===== src/rtl/core/qmn_pkg.sv =====
// ----------------------------------------------------------------------------
// Quaternion multiply/normalize package
// Shared widths, codes, payload types and saturation helpers.
// ----------------------------------------------------------------------------
package qmn_pkg;

    localparam int FRAC_BITS  = 16;
    localparam int COMP_WIDTH = 32;

    localparam int FW   = 32;                      // port field width
    localparam int CW   = COMP_WIDTH;              // component width
    localparam int OW   = CW + 1;                  // operand sum width
    localparam int PW   = 2 * OW;                  // full product width
    localparam int QW   = PW - FRAC_BITS;          // floored product width
    localparam int VW   = QW + 3;                  // merged result width
    localparam int SW   = 2 * CW + 2 - FRAC_BITS;  // sum of squares width
    localparam int RW   = CW + 1;                  // square root width
    localparam int NW   = 2 * RW;                  // radicand width
    localparam int RMW  = RW + 2;                  // root remainder width
    localparam int IW   = 2 * FRAC_BITS + 1;       // reciprocal width
    localparam int HALF = (IW + 1) / 2;            // low slice of reciprocal
    localparam int HW   = IW - HALF;               // high slice of reciprocal
    localparam int PLW  = CW + HALF + 1;
    localparam int PHW  = CW + HW + 1;
    localparam int PRW  = CW + IW + 1;
    localparam int SCW  = PRW - FRAC_BITS;         // scaled component width
    localparam int XW   = (VW > SCW) ? VW : SCW;   // pre-saturation width

    localparam logic CMD_MUL  = 1'b0;
    localparam logic CMD_NORM = 1'b1;

    localparam logic [1:0] ST_OK   = 2'd0;
    localparam logic [1:0] ST_SAT  = 2'd1;
    localparam logic [1:0] ST_ZERO = 2'd2;

    localparam logic signed [CW-1:0] CMAX = {1'b0, {(CW-1){1'b1}}};
    localparam logic signed [CW-1:0] CMIN = {1'b1, {(CW-1){1'b0}}};

    typedef struct packed {
        logic                 cmd;
        logic signed [FW-1:0] a_w;
        logic signed [FW-1:0] a_x;
        logic signed [FW-1:0] a_y;
        logic signed [FW-1:0] a_z;
        logic signed [FW-1:0] b_w;
        logic signed [FW-1:0] b_x;
        logic signed [FW-1:0] b_y;
        logic signed [FW-1:0] b_z;
    } t_in;

    typedef struct packed {
        logic signed [FW-1:0] r_w;
        logic signed [FW-1:0] r_x;
        logic signed [FW-1:0] r_y;
        logic signed [FW-1:0] r_z;
        logic [1:0]           status;
    } t_out;

    // Operands of one lane: two products (u +/- v) * (u +/- v).
    typedef struct packed {
        logic signed [CW-1:0] ua;
        logic signed [CW-1:0] va;
        logic                 sa;
        logic signed [CW-1:0] ub;
        logic signed [CW-1:0] vb;
        logic                 sb;
        logic signed [CW-1:0] uc;
        logic signed [CW-1:0] vc;
        logic                 sc;
        logic signed [CW-1:0] ud;
        logic signed [CW-1:0] vd;
        logic                 sd;
        logic signed [CW-1:0] keep;
    } t_lane_in;

    // Per-item context carried alongside the root and reciprocal pipeline.
    typedef struct packed {
        logic                 cmd;
        logic                 zero;
        logic [3:0][VW-1:0]   v;
    } t_ctx;

    function automatic logic signed [CW-1:0] f_sat(input logic signed [XW-1:0] x);
        logic signed [CW-1:0] res;
        if (x > XW'(CMAX)) begin
            res = CMAX;
        end else if (x < XW'(CMIN)) begin
            res = CMIN;
        end else begin
            res = x[CW-1:0];
        end
        return res;
    endfunction

    function automatic logic f_over(input logic signed [XW-1:0] x);
        return (x > XW'(CMAX)) || (x < XW'(CMIN));
    endfunction

endpackage


===== src/rtl/core/qmn_scale.sv =====
// ----------------------------------------------------------------------------
// Normalize scaling lane
// Multiplies one component by the reciprocal in two slices, floors, and
// selects between the product result, the scaled component and zero.
// ----------------------------------------------------------------------------
module qmn_scale import qmn_pkg::*; (
    input  logic                 i_clk,
    input  logic                 i_en,
    input  logic                 i_cmd,
    input  logic                 i_zero,
    input  logic [VW-1:0]        i_v,
    input  logic [IW-1:0]        i_inv,
    output logic signed [XW-1:0] o_val
);

    logic signed [CW-1:0]   comp;
    logic signed [HALF:0]   inv_lo;
    logic signed [HW:0]     inv_hi;
    logic signed [PLW-1:0]  r_pl;
    logic signed [PHW-1:0]  r_ph;
    logic                   r_cmd, r_zero;
    logic signed [VW-1:0]   r_v;
    logic signed [PRW-1:0]  prod;
    logic signed [SCW-1:0]  scaled;
    logic signed [XW-1:0]   r_val;

    assign comp   = i_v[CW-1:0];
    assign inv_lo = {1'b0, i_inv[HALF-1:0]};
    assign inv_hi = {1'b0, i_inv[IW-1:HALF]};

    assign prod   = (PRW'(r_ph) <<< HALF) + PRW'(r_pl);
    assign scaled = prod[PRW-1:FRAC_BITS];

    always_ff @(posedge i_clk) begin
        if (i_en) begin
            r_pl   <= comp * inv_lo;
            r_ph   <= comp * inv_hi;
            r_cmd  <= i_cmd;
            r_zero <= i_zero;
            r_v    <= i_v;
            if (r_zero) begin
                r_val <= '0;
            end else if (r_cmd == CMD_MUL) begin
                r_val <= XW'(r_v);
            end else begin
                r_val <= XW'(scaled);
            end
        end
    end

    assign o_val = r_val;

endmodule


===== config.mk =====
export PLATFORM = sky130hd
export DESIGN_NAME = qmn_scale
export DESIGN_NICKNAME = d
export VERILOG_FILES = /design/src/rtl/core/qmn_pkg.sv /design/src/rtl/core/qmn_scale.sv
export SDC_FILE = /design/constraint.sdc
export NUM_CORES = 2
export LEC_CHECK = 0
export BUFFER_PORTS_ARGS = -buffer_cell sky130_fd_sc_hd__buf_4
export CORE_ASPECT_RATIO = 1.75
export CORE_MARGIN = 1.5
export CORE_UTILIZATION = 65
export DETAILED_ROUTE_END_ITERATION = 10
export PLACE_DENSITY = 0.84
export SLEW_MARGIN = 25
export SYNTH_ARGS = -nofsm -noshare
export SYNTH_HDL_FRONTEND = slang
export SYNTH_SLANG_ARGS = --single-unit

===== constraint.sdc =====
create_clock -name i_clk -period 8.9 [get_ports i_clk]
set_input_delay 0.89 -clock i_clk [delete_from_list [all_inputs] [get_ports i_clk]]
set_output_delay 0.89 -clock i_clk [all_outputs]
set_load 0.02 [all_outputs]

### Word-level counts from Yosys, hierarchy flattened

Cells that the tools add are included.

* bits in registers: 207
* bits in latches: 0
* memory bits (writable): 0
* memory bits (read-only): 0
* bits of input ports: 90
* output and inout bits: 53
* memories kept: 0

* add/subtract/negate cells: 1
* $mul: 2
* div/mod/pow operators: 0
* $lt $le $gt $ge: 0
* equality and inequality tests: 0
* shifts and indexed selects: 0
* multiplexer cells: 1
* bitwise logic cells: 0
* reductions and logical operators: 0

Operators with widths (count)
* adder 66 x 50 -> 66 bit: 1
* 2-to-1 mux 53 bit: 1
* multiplier 32 x 18 -> 50 bit: 1
* multiplier 32 x 17 -> 49 bit: 1

### Longest topological paths before layout

* word-level depth: 2
* depth in mapped cells: 26
* depth with buffers taken out: 25

### Worst setup path before layout

Ideal clock, no wire load.

* kind: input to register
* from: input i_v[31]
* to: register r_pl[47], data pin
* library setup time: 157 ps
* arrival time: 6952 ps
* slack: 1791 ps
* stages on the path: 22
* path buffers: 2
* cells stage by stage: clkbuf_1 clkbuf_1 nand2_1 fa_1 fa_1 inv_1 fa_1 fa_1 fa_1 inv_1 fa_1 inv_1 ha_1 a21oi_1 nor2b_1 a2111oi_0 nand2_1 a211oi_1 nor3_1 a21o_1 or2_2 a32oi_1

* longest elaborated chain between the ends: 1

Ends and longest elaborated chain
* start, declared: RTL line qmn_scale.sv:11 `input logic [VW-1:0] i_v,`
* multiplier 32 x 18 -> 50 bit: RTL line qmn_scale.sv:36 `r_pl <= comp * inv_lo;`
* end signal, assigned: RTL line qmn_scale.sv:36
* end, declared: RTL line qmn_scale.sv:19 `logic signed [PLW-1:0] r_pl;`

Every way passes these cells.
A chain may end at the register's enable or synchronous reset.

### Final worst setup path

Ends and elaborated chain as after synthesis.

==> flow_metrics.env <==
export IMPL_status="finished, final reports clean"
export IMPL_synth_main_ff_cell="sky130_fd_sc_hd__edfxtp_1"
export IMPL_crit_chain="buf_4 > nand2_1 > fa_1 > fa_1 > inv_1 > fa_1 > fa_1 > fa_1 > inv_1 > fa_1 > inv_1 > ha_1 > a21oi_1 > nor2b_1 > a2111oi_0 > nand2_1 > a211oi_1 > nor3_1 > a21o_1 > or2_2 > a32oi_1"
export IMPL_die_area_mm2=0.07208
export IMPL_track_usage_pct=36.08
export IMPL_drtAntennaViolNets=0
export IMPL_proportion_of_register_bits_with_asynchronous_set_or_reset_after_synthesis_pct=0
export IMPL_synth_top_cells_by_area="sky130_fd_sc_hd__fa_1 44%, sky130_fd_sc_hd__edfxtp_1 13%, sky130_fd_sc_hd__inv_1 10%, sky130_fd_sc_hd__and2_1 7.7%, sky130_fd_sc_hd__ha_1 7.7%"
export IMPL_timing_setup_critical_path_class="in2reg"
export IMPL_antenna_found_initial=4
export IMPL_post_synthesis_instance_area_mm2=0.04577
export IMPL_yosys_cell_count_top_type="sky130_fd_sc_hd__inv_1"
export IMPL_insertion_delay_ns=0.50
export IMPL_ff2ff_setup_slack_ns=4.08
export IMPL_height_of_the_chip_um=354.0
export IMPL_crit_path_launch_type="input pin"
export IMPL_post_cts_resized_instances=0
export IMPL_critical_path_end_type="flip-flop"
export IMPL_worst_slew_margin_rel_pct=30.04
export IMPL_layout_nets=6181
export IMPL_dr_max_layer_used="met5"
export IMPL_clkSinkCount=191
export IMPL_detail_route_wirelength_mm=122.7
export IMPL_worst_pin_slew_ns=1.049
export IMPL_maximum_number_of_pins_on_one_net_before_global_route_repair=116
export IMPL_setup_violations_final=0
export IMPL_port_buffers=142
export IMPL_timing_rr_end="o_val[48]$_SDFFCE_PP0P_"
export IMPL_die_width_um=203.6
export IMPL_synth_area_per_cell_um2=9.431
export IMPL_clk_pin_slew_worst_paths_ns=0.09
export IMPL_synth_fp_nets=6232
export IMPL_synth_edff_count=191
export IMPL_path_max_fanout=34
export IMPL_route_vias_total=33840
export IMPL_via_count_of_the_first_global_routing_pass=37920
export IMPL_worst_path_max_delay_cell="sky130_fd_sc_hd__fa_1"
export IMPL_reg2regPathDepth=12
export IMPL_routabilityCongestion=0.9323
export IMPL_pin_count=143
export IMPL_final_min_period_over_clock_period_pct=84.09
export IMPL_drt_first_pass_iters=5
export IMPL_leading_post_synthesis_cells_by_instance_count="1,221 x sky130_fd_sc_hd__inv_1, 1,009 x sky130_fd_sc_hd__fa_1, 578 x sky130_fd_sc_hd__nand2_1"
export IMPL_yosysUniqueCellTypes=66
export IMPL_dpl_hpwl_mm=92.34
export IMPL_wire_length_on_met2_mm=62.00
export IMPL_wl_met3_mm=10.41
export IMPL_cpMostUsedCell="sky130_fd_sc_hd__fa_1"
export IMPL_clock_tree_buffer_depth=2
export IMPL_postSynthCellCount=4853
export IMPL_synthToLayoutAreaGrowth_pct=4.653
export IMPL_clock_root_buffer="sky130_fd_sc_hd__clkbuf_16"
export IMPL_cts_buffers_inserted=17
export IMPL_cp_data_arrival_time_ns=7.82
export IMPL_initial_utilization_pct=65.70
export IMPL_yosys_warnings=0
export IMPL_fmax_mhz=133.6
export IMPL_endpoint_required_time_on_the_critical_path_ns=9.23
export IMPL_post_route_cells_drive_above_1_share_pct=4.133
export IMPL_final_period_minus_worst_setup_slack_ns=7.484
export IMPL_combined_buffer_and_inverter_count_along_the_critical_path=4
export IMPL_synth_largest_area_cell="sky130_fd_sc_hd__fa_1"
export IMPL_grt_first_pass_wirelength_mm=196.3
export IMPL_route_detailed_wl_per_inst_um=21.42
export IMPL_htreeDepth=4
export IMPL_postCtsSetupRepairBufs=0
export IMPL_yosysSeqAreaShare_pct=12.53
export IMPL_final_hold_viol_count=0
export IMPL_crit_path_start="i_v[31]"
export IMPL_ys_seq_elements=191
export IMPL_critical_path_max_stage_delay_ns=0.82
export IMPL_worst_hold_path_type="reg2reg"
export IMPL_grt_remaining_overflow=0
export IMPL_clock_tree_from_tritoncts="done"
export IMPL_cells_on_worst_hold_path=2
export IMPL_wl_met1_mm=40.22
export IMPL_worst_flop_to_flop_path_startpoint="r_pl[19]$_DFFE_PP_"
export IMPL_rsz_0062_raised_after_global_routing="no"
export IMPL_max_cap_violations=0
export IMPL_postCtsHoldBufs=0
export IMPL_std_cell_rows=128
export IMPL_core_mm2=0.06967
export IMPL_fin_tns_setup_ns=0
export IMPL_drc_violation_total_after_the_first_tritonroute_iteration=2341
export IMPL_timing_critical_path_max_delay_family="adder cells"
export IMPL_drv_slew=0
export IMPL_clock_skew_ns=0.01731
export IMPL_drc_violation_count_after_routing=0
export IMPL_critical_path_depth=21
export IMPL_endpoint="r_pl[47]$_DFFE_PP_"
export IMPL_vias_per_cell=5.906
export IMPL_synth_top_area_share_pct=44.13
[through the flow]
step           cell area (µm²)  utilization [%]  worst slack [ns]  std cells  hold WS (ns)
6_report                 47900            68.75             1.416       5730        0.5437
5_1_grt                  47890            68.74             1.052       5726        0.5496
4_1_cts                  47880            68.73             1.505       5725        0.5402
3_5_place_dp             47230            67.80             1.007       5693        0.5188
3_3_place_gp             47230            67.80             1.045       5693        0.4998
2_1_floorplan            45770                -             1.791       4853        0.4963
[tightest hold or removal path, delay by kind of cell, from the launching register on]
kind	cells	cell delay, ns
AOI/OAI and AO/OA	1	0.06
DFF	1	0.34
and+or+nand+nor	1	0.04
[kinds of logic after synthesis]
| family | after synthesis | synth area share [%] |
|---|---|---|
| buf+inv | 1446 | 11.86 |
| simple gates | 1372 | 14.97 |
| xor+xnor | 127 | 2.430 |
| mux | 38 | 0.8338 |
| compound gates | 390 | 5.591 |
| flops | 191 | 12.53 |
| fa+ha+maj | 1289 | 51.79 |
[final cells by class]
type                    instances  area [µm²]
diodes                          5       12.51
clock buffers                  17       425.4
clock inverters                15       226.5
fillers                      5204       21770
inverters                    1221        4583
multi-input cells            3216       34610
flip-flops and latches        191        5736
well taps                     910        1139
repair buffers                155        1170
[routing by layer]
metal	GRT usage, %	up-vias
met4	26.28	6
met2	62.38	1840
met5	0	-
met3	6.453	656
li1	-	14240
met1	39.66	17100
[cell usage in the layout, fill, tap and decap left out, types with 8 or more instances in the layout]
master,Yosys,layout
sky130_fd_sc_hd__a21oi_1,112,112
sky130_fd_sc_hd__inv_1,1221,1221
sky130_fd_sc_hd__clkbuf_16,0,17
sky130_fd_sc_hd__o21ai_0,66,66
sky130_fd_sc_hd__o21bai_1,16,16
sky130_fd_sc_hd__a31oi_1,10,10
sky130_fd_sc_hd__nor3_1,18,18
sky130_fd_sc_hd__nor2_1,109,109
sky130_fd_sc_hd__buf_4,0,154
sky130_fd_sc_hd__nand4_1,19,19
sky130_fd_sc_hd__xnor2_1,92,92
sky130_fd_sc_hd__a21o_1,77,77
sky130_fd_sc_hd__ha_1,280,280
sky130_fd_sc_hd__nand2_1,578,578
sky130_fd_sc_hd__a211oi_1,14,14
sky130_fd_sc_hd__edfxtp_1,191,191
sky130_fd_sc_hd__nand2b_1,15,15
sky130_fd_sc_hd__fa_1,1009,1009
sky130_fd_sc_hd__o211ai_1,8,8
sky130_fd_sc_hd__xor2_1,35,35
sky130_fd_sc_hd__nand3_1,24,24
sky130_fd_sc_hd__and2_1,563,563
sky130_fd_sc_hd__mux2i_1,37,37
sky130_fd_sc_hd__and3_1,12,12
sky130_fd_sc_hd__nor2b_1,10,10
sky130_fd_sc_hd__o21a_1,16,16
[flip-flops by register name, summed over array words and instances (netlist names)]
name	flops
r_zero	1
r_ph	49
r_v	53
r_pl	34
r_cmd	1
o_val	53
[worst min-delay path by stage]
stage	from	to	slack, ns
after floorplan	r_v[41]$_DFFE_PP_	o_val[41]$_SDFFCE_PP0P_	0.50
after global placement	r_v[52]$_DFFE_PP_	o_val[52]$_SDFFCE_PP0P_	0.50
after detailed placement	r_v[52]$_DFFE_PP_	o_val[52]$_SDFFCE_PP0P_	0.52
after CTS	r_v[52]$_DFFE_PP_	o_val[52]$_SDFFCE_PP0P_	0.54
after global routing	i_v[51]	r_v[51]$_DFFE_PP_	0.55
final	r_v[52]$_DFFE_PP_	o_val[52]$_SDFFCE_PP0P_	0.54
Power is not shown: default switching activity piles up to over one toggle a cycle in this logic, so the estimate is an artifact.
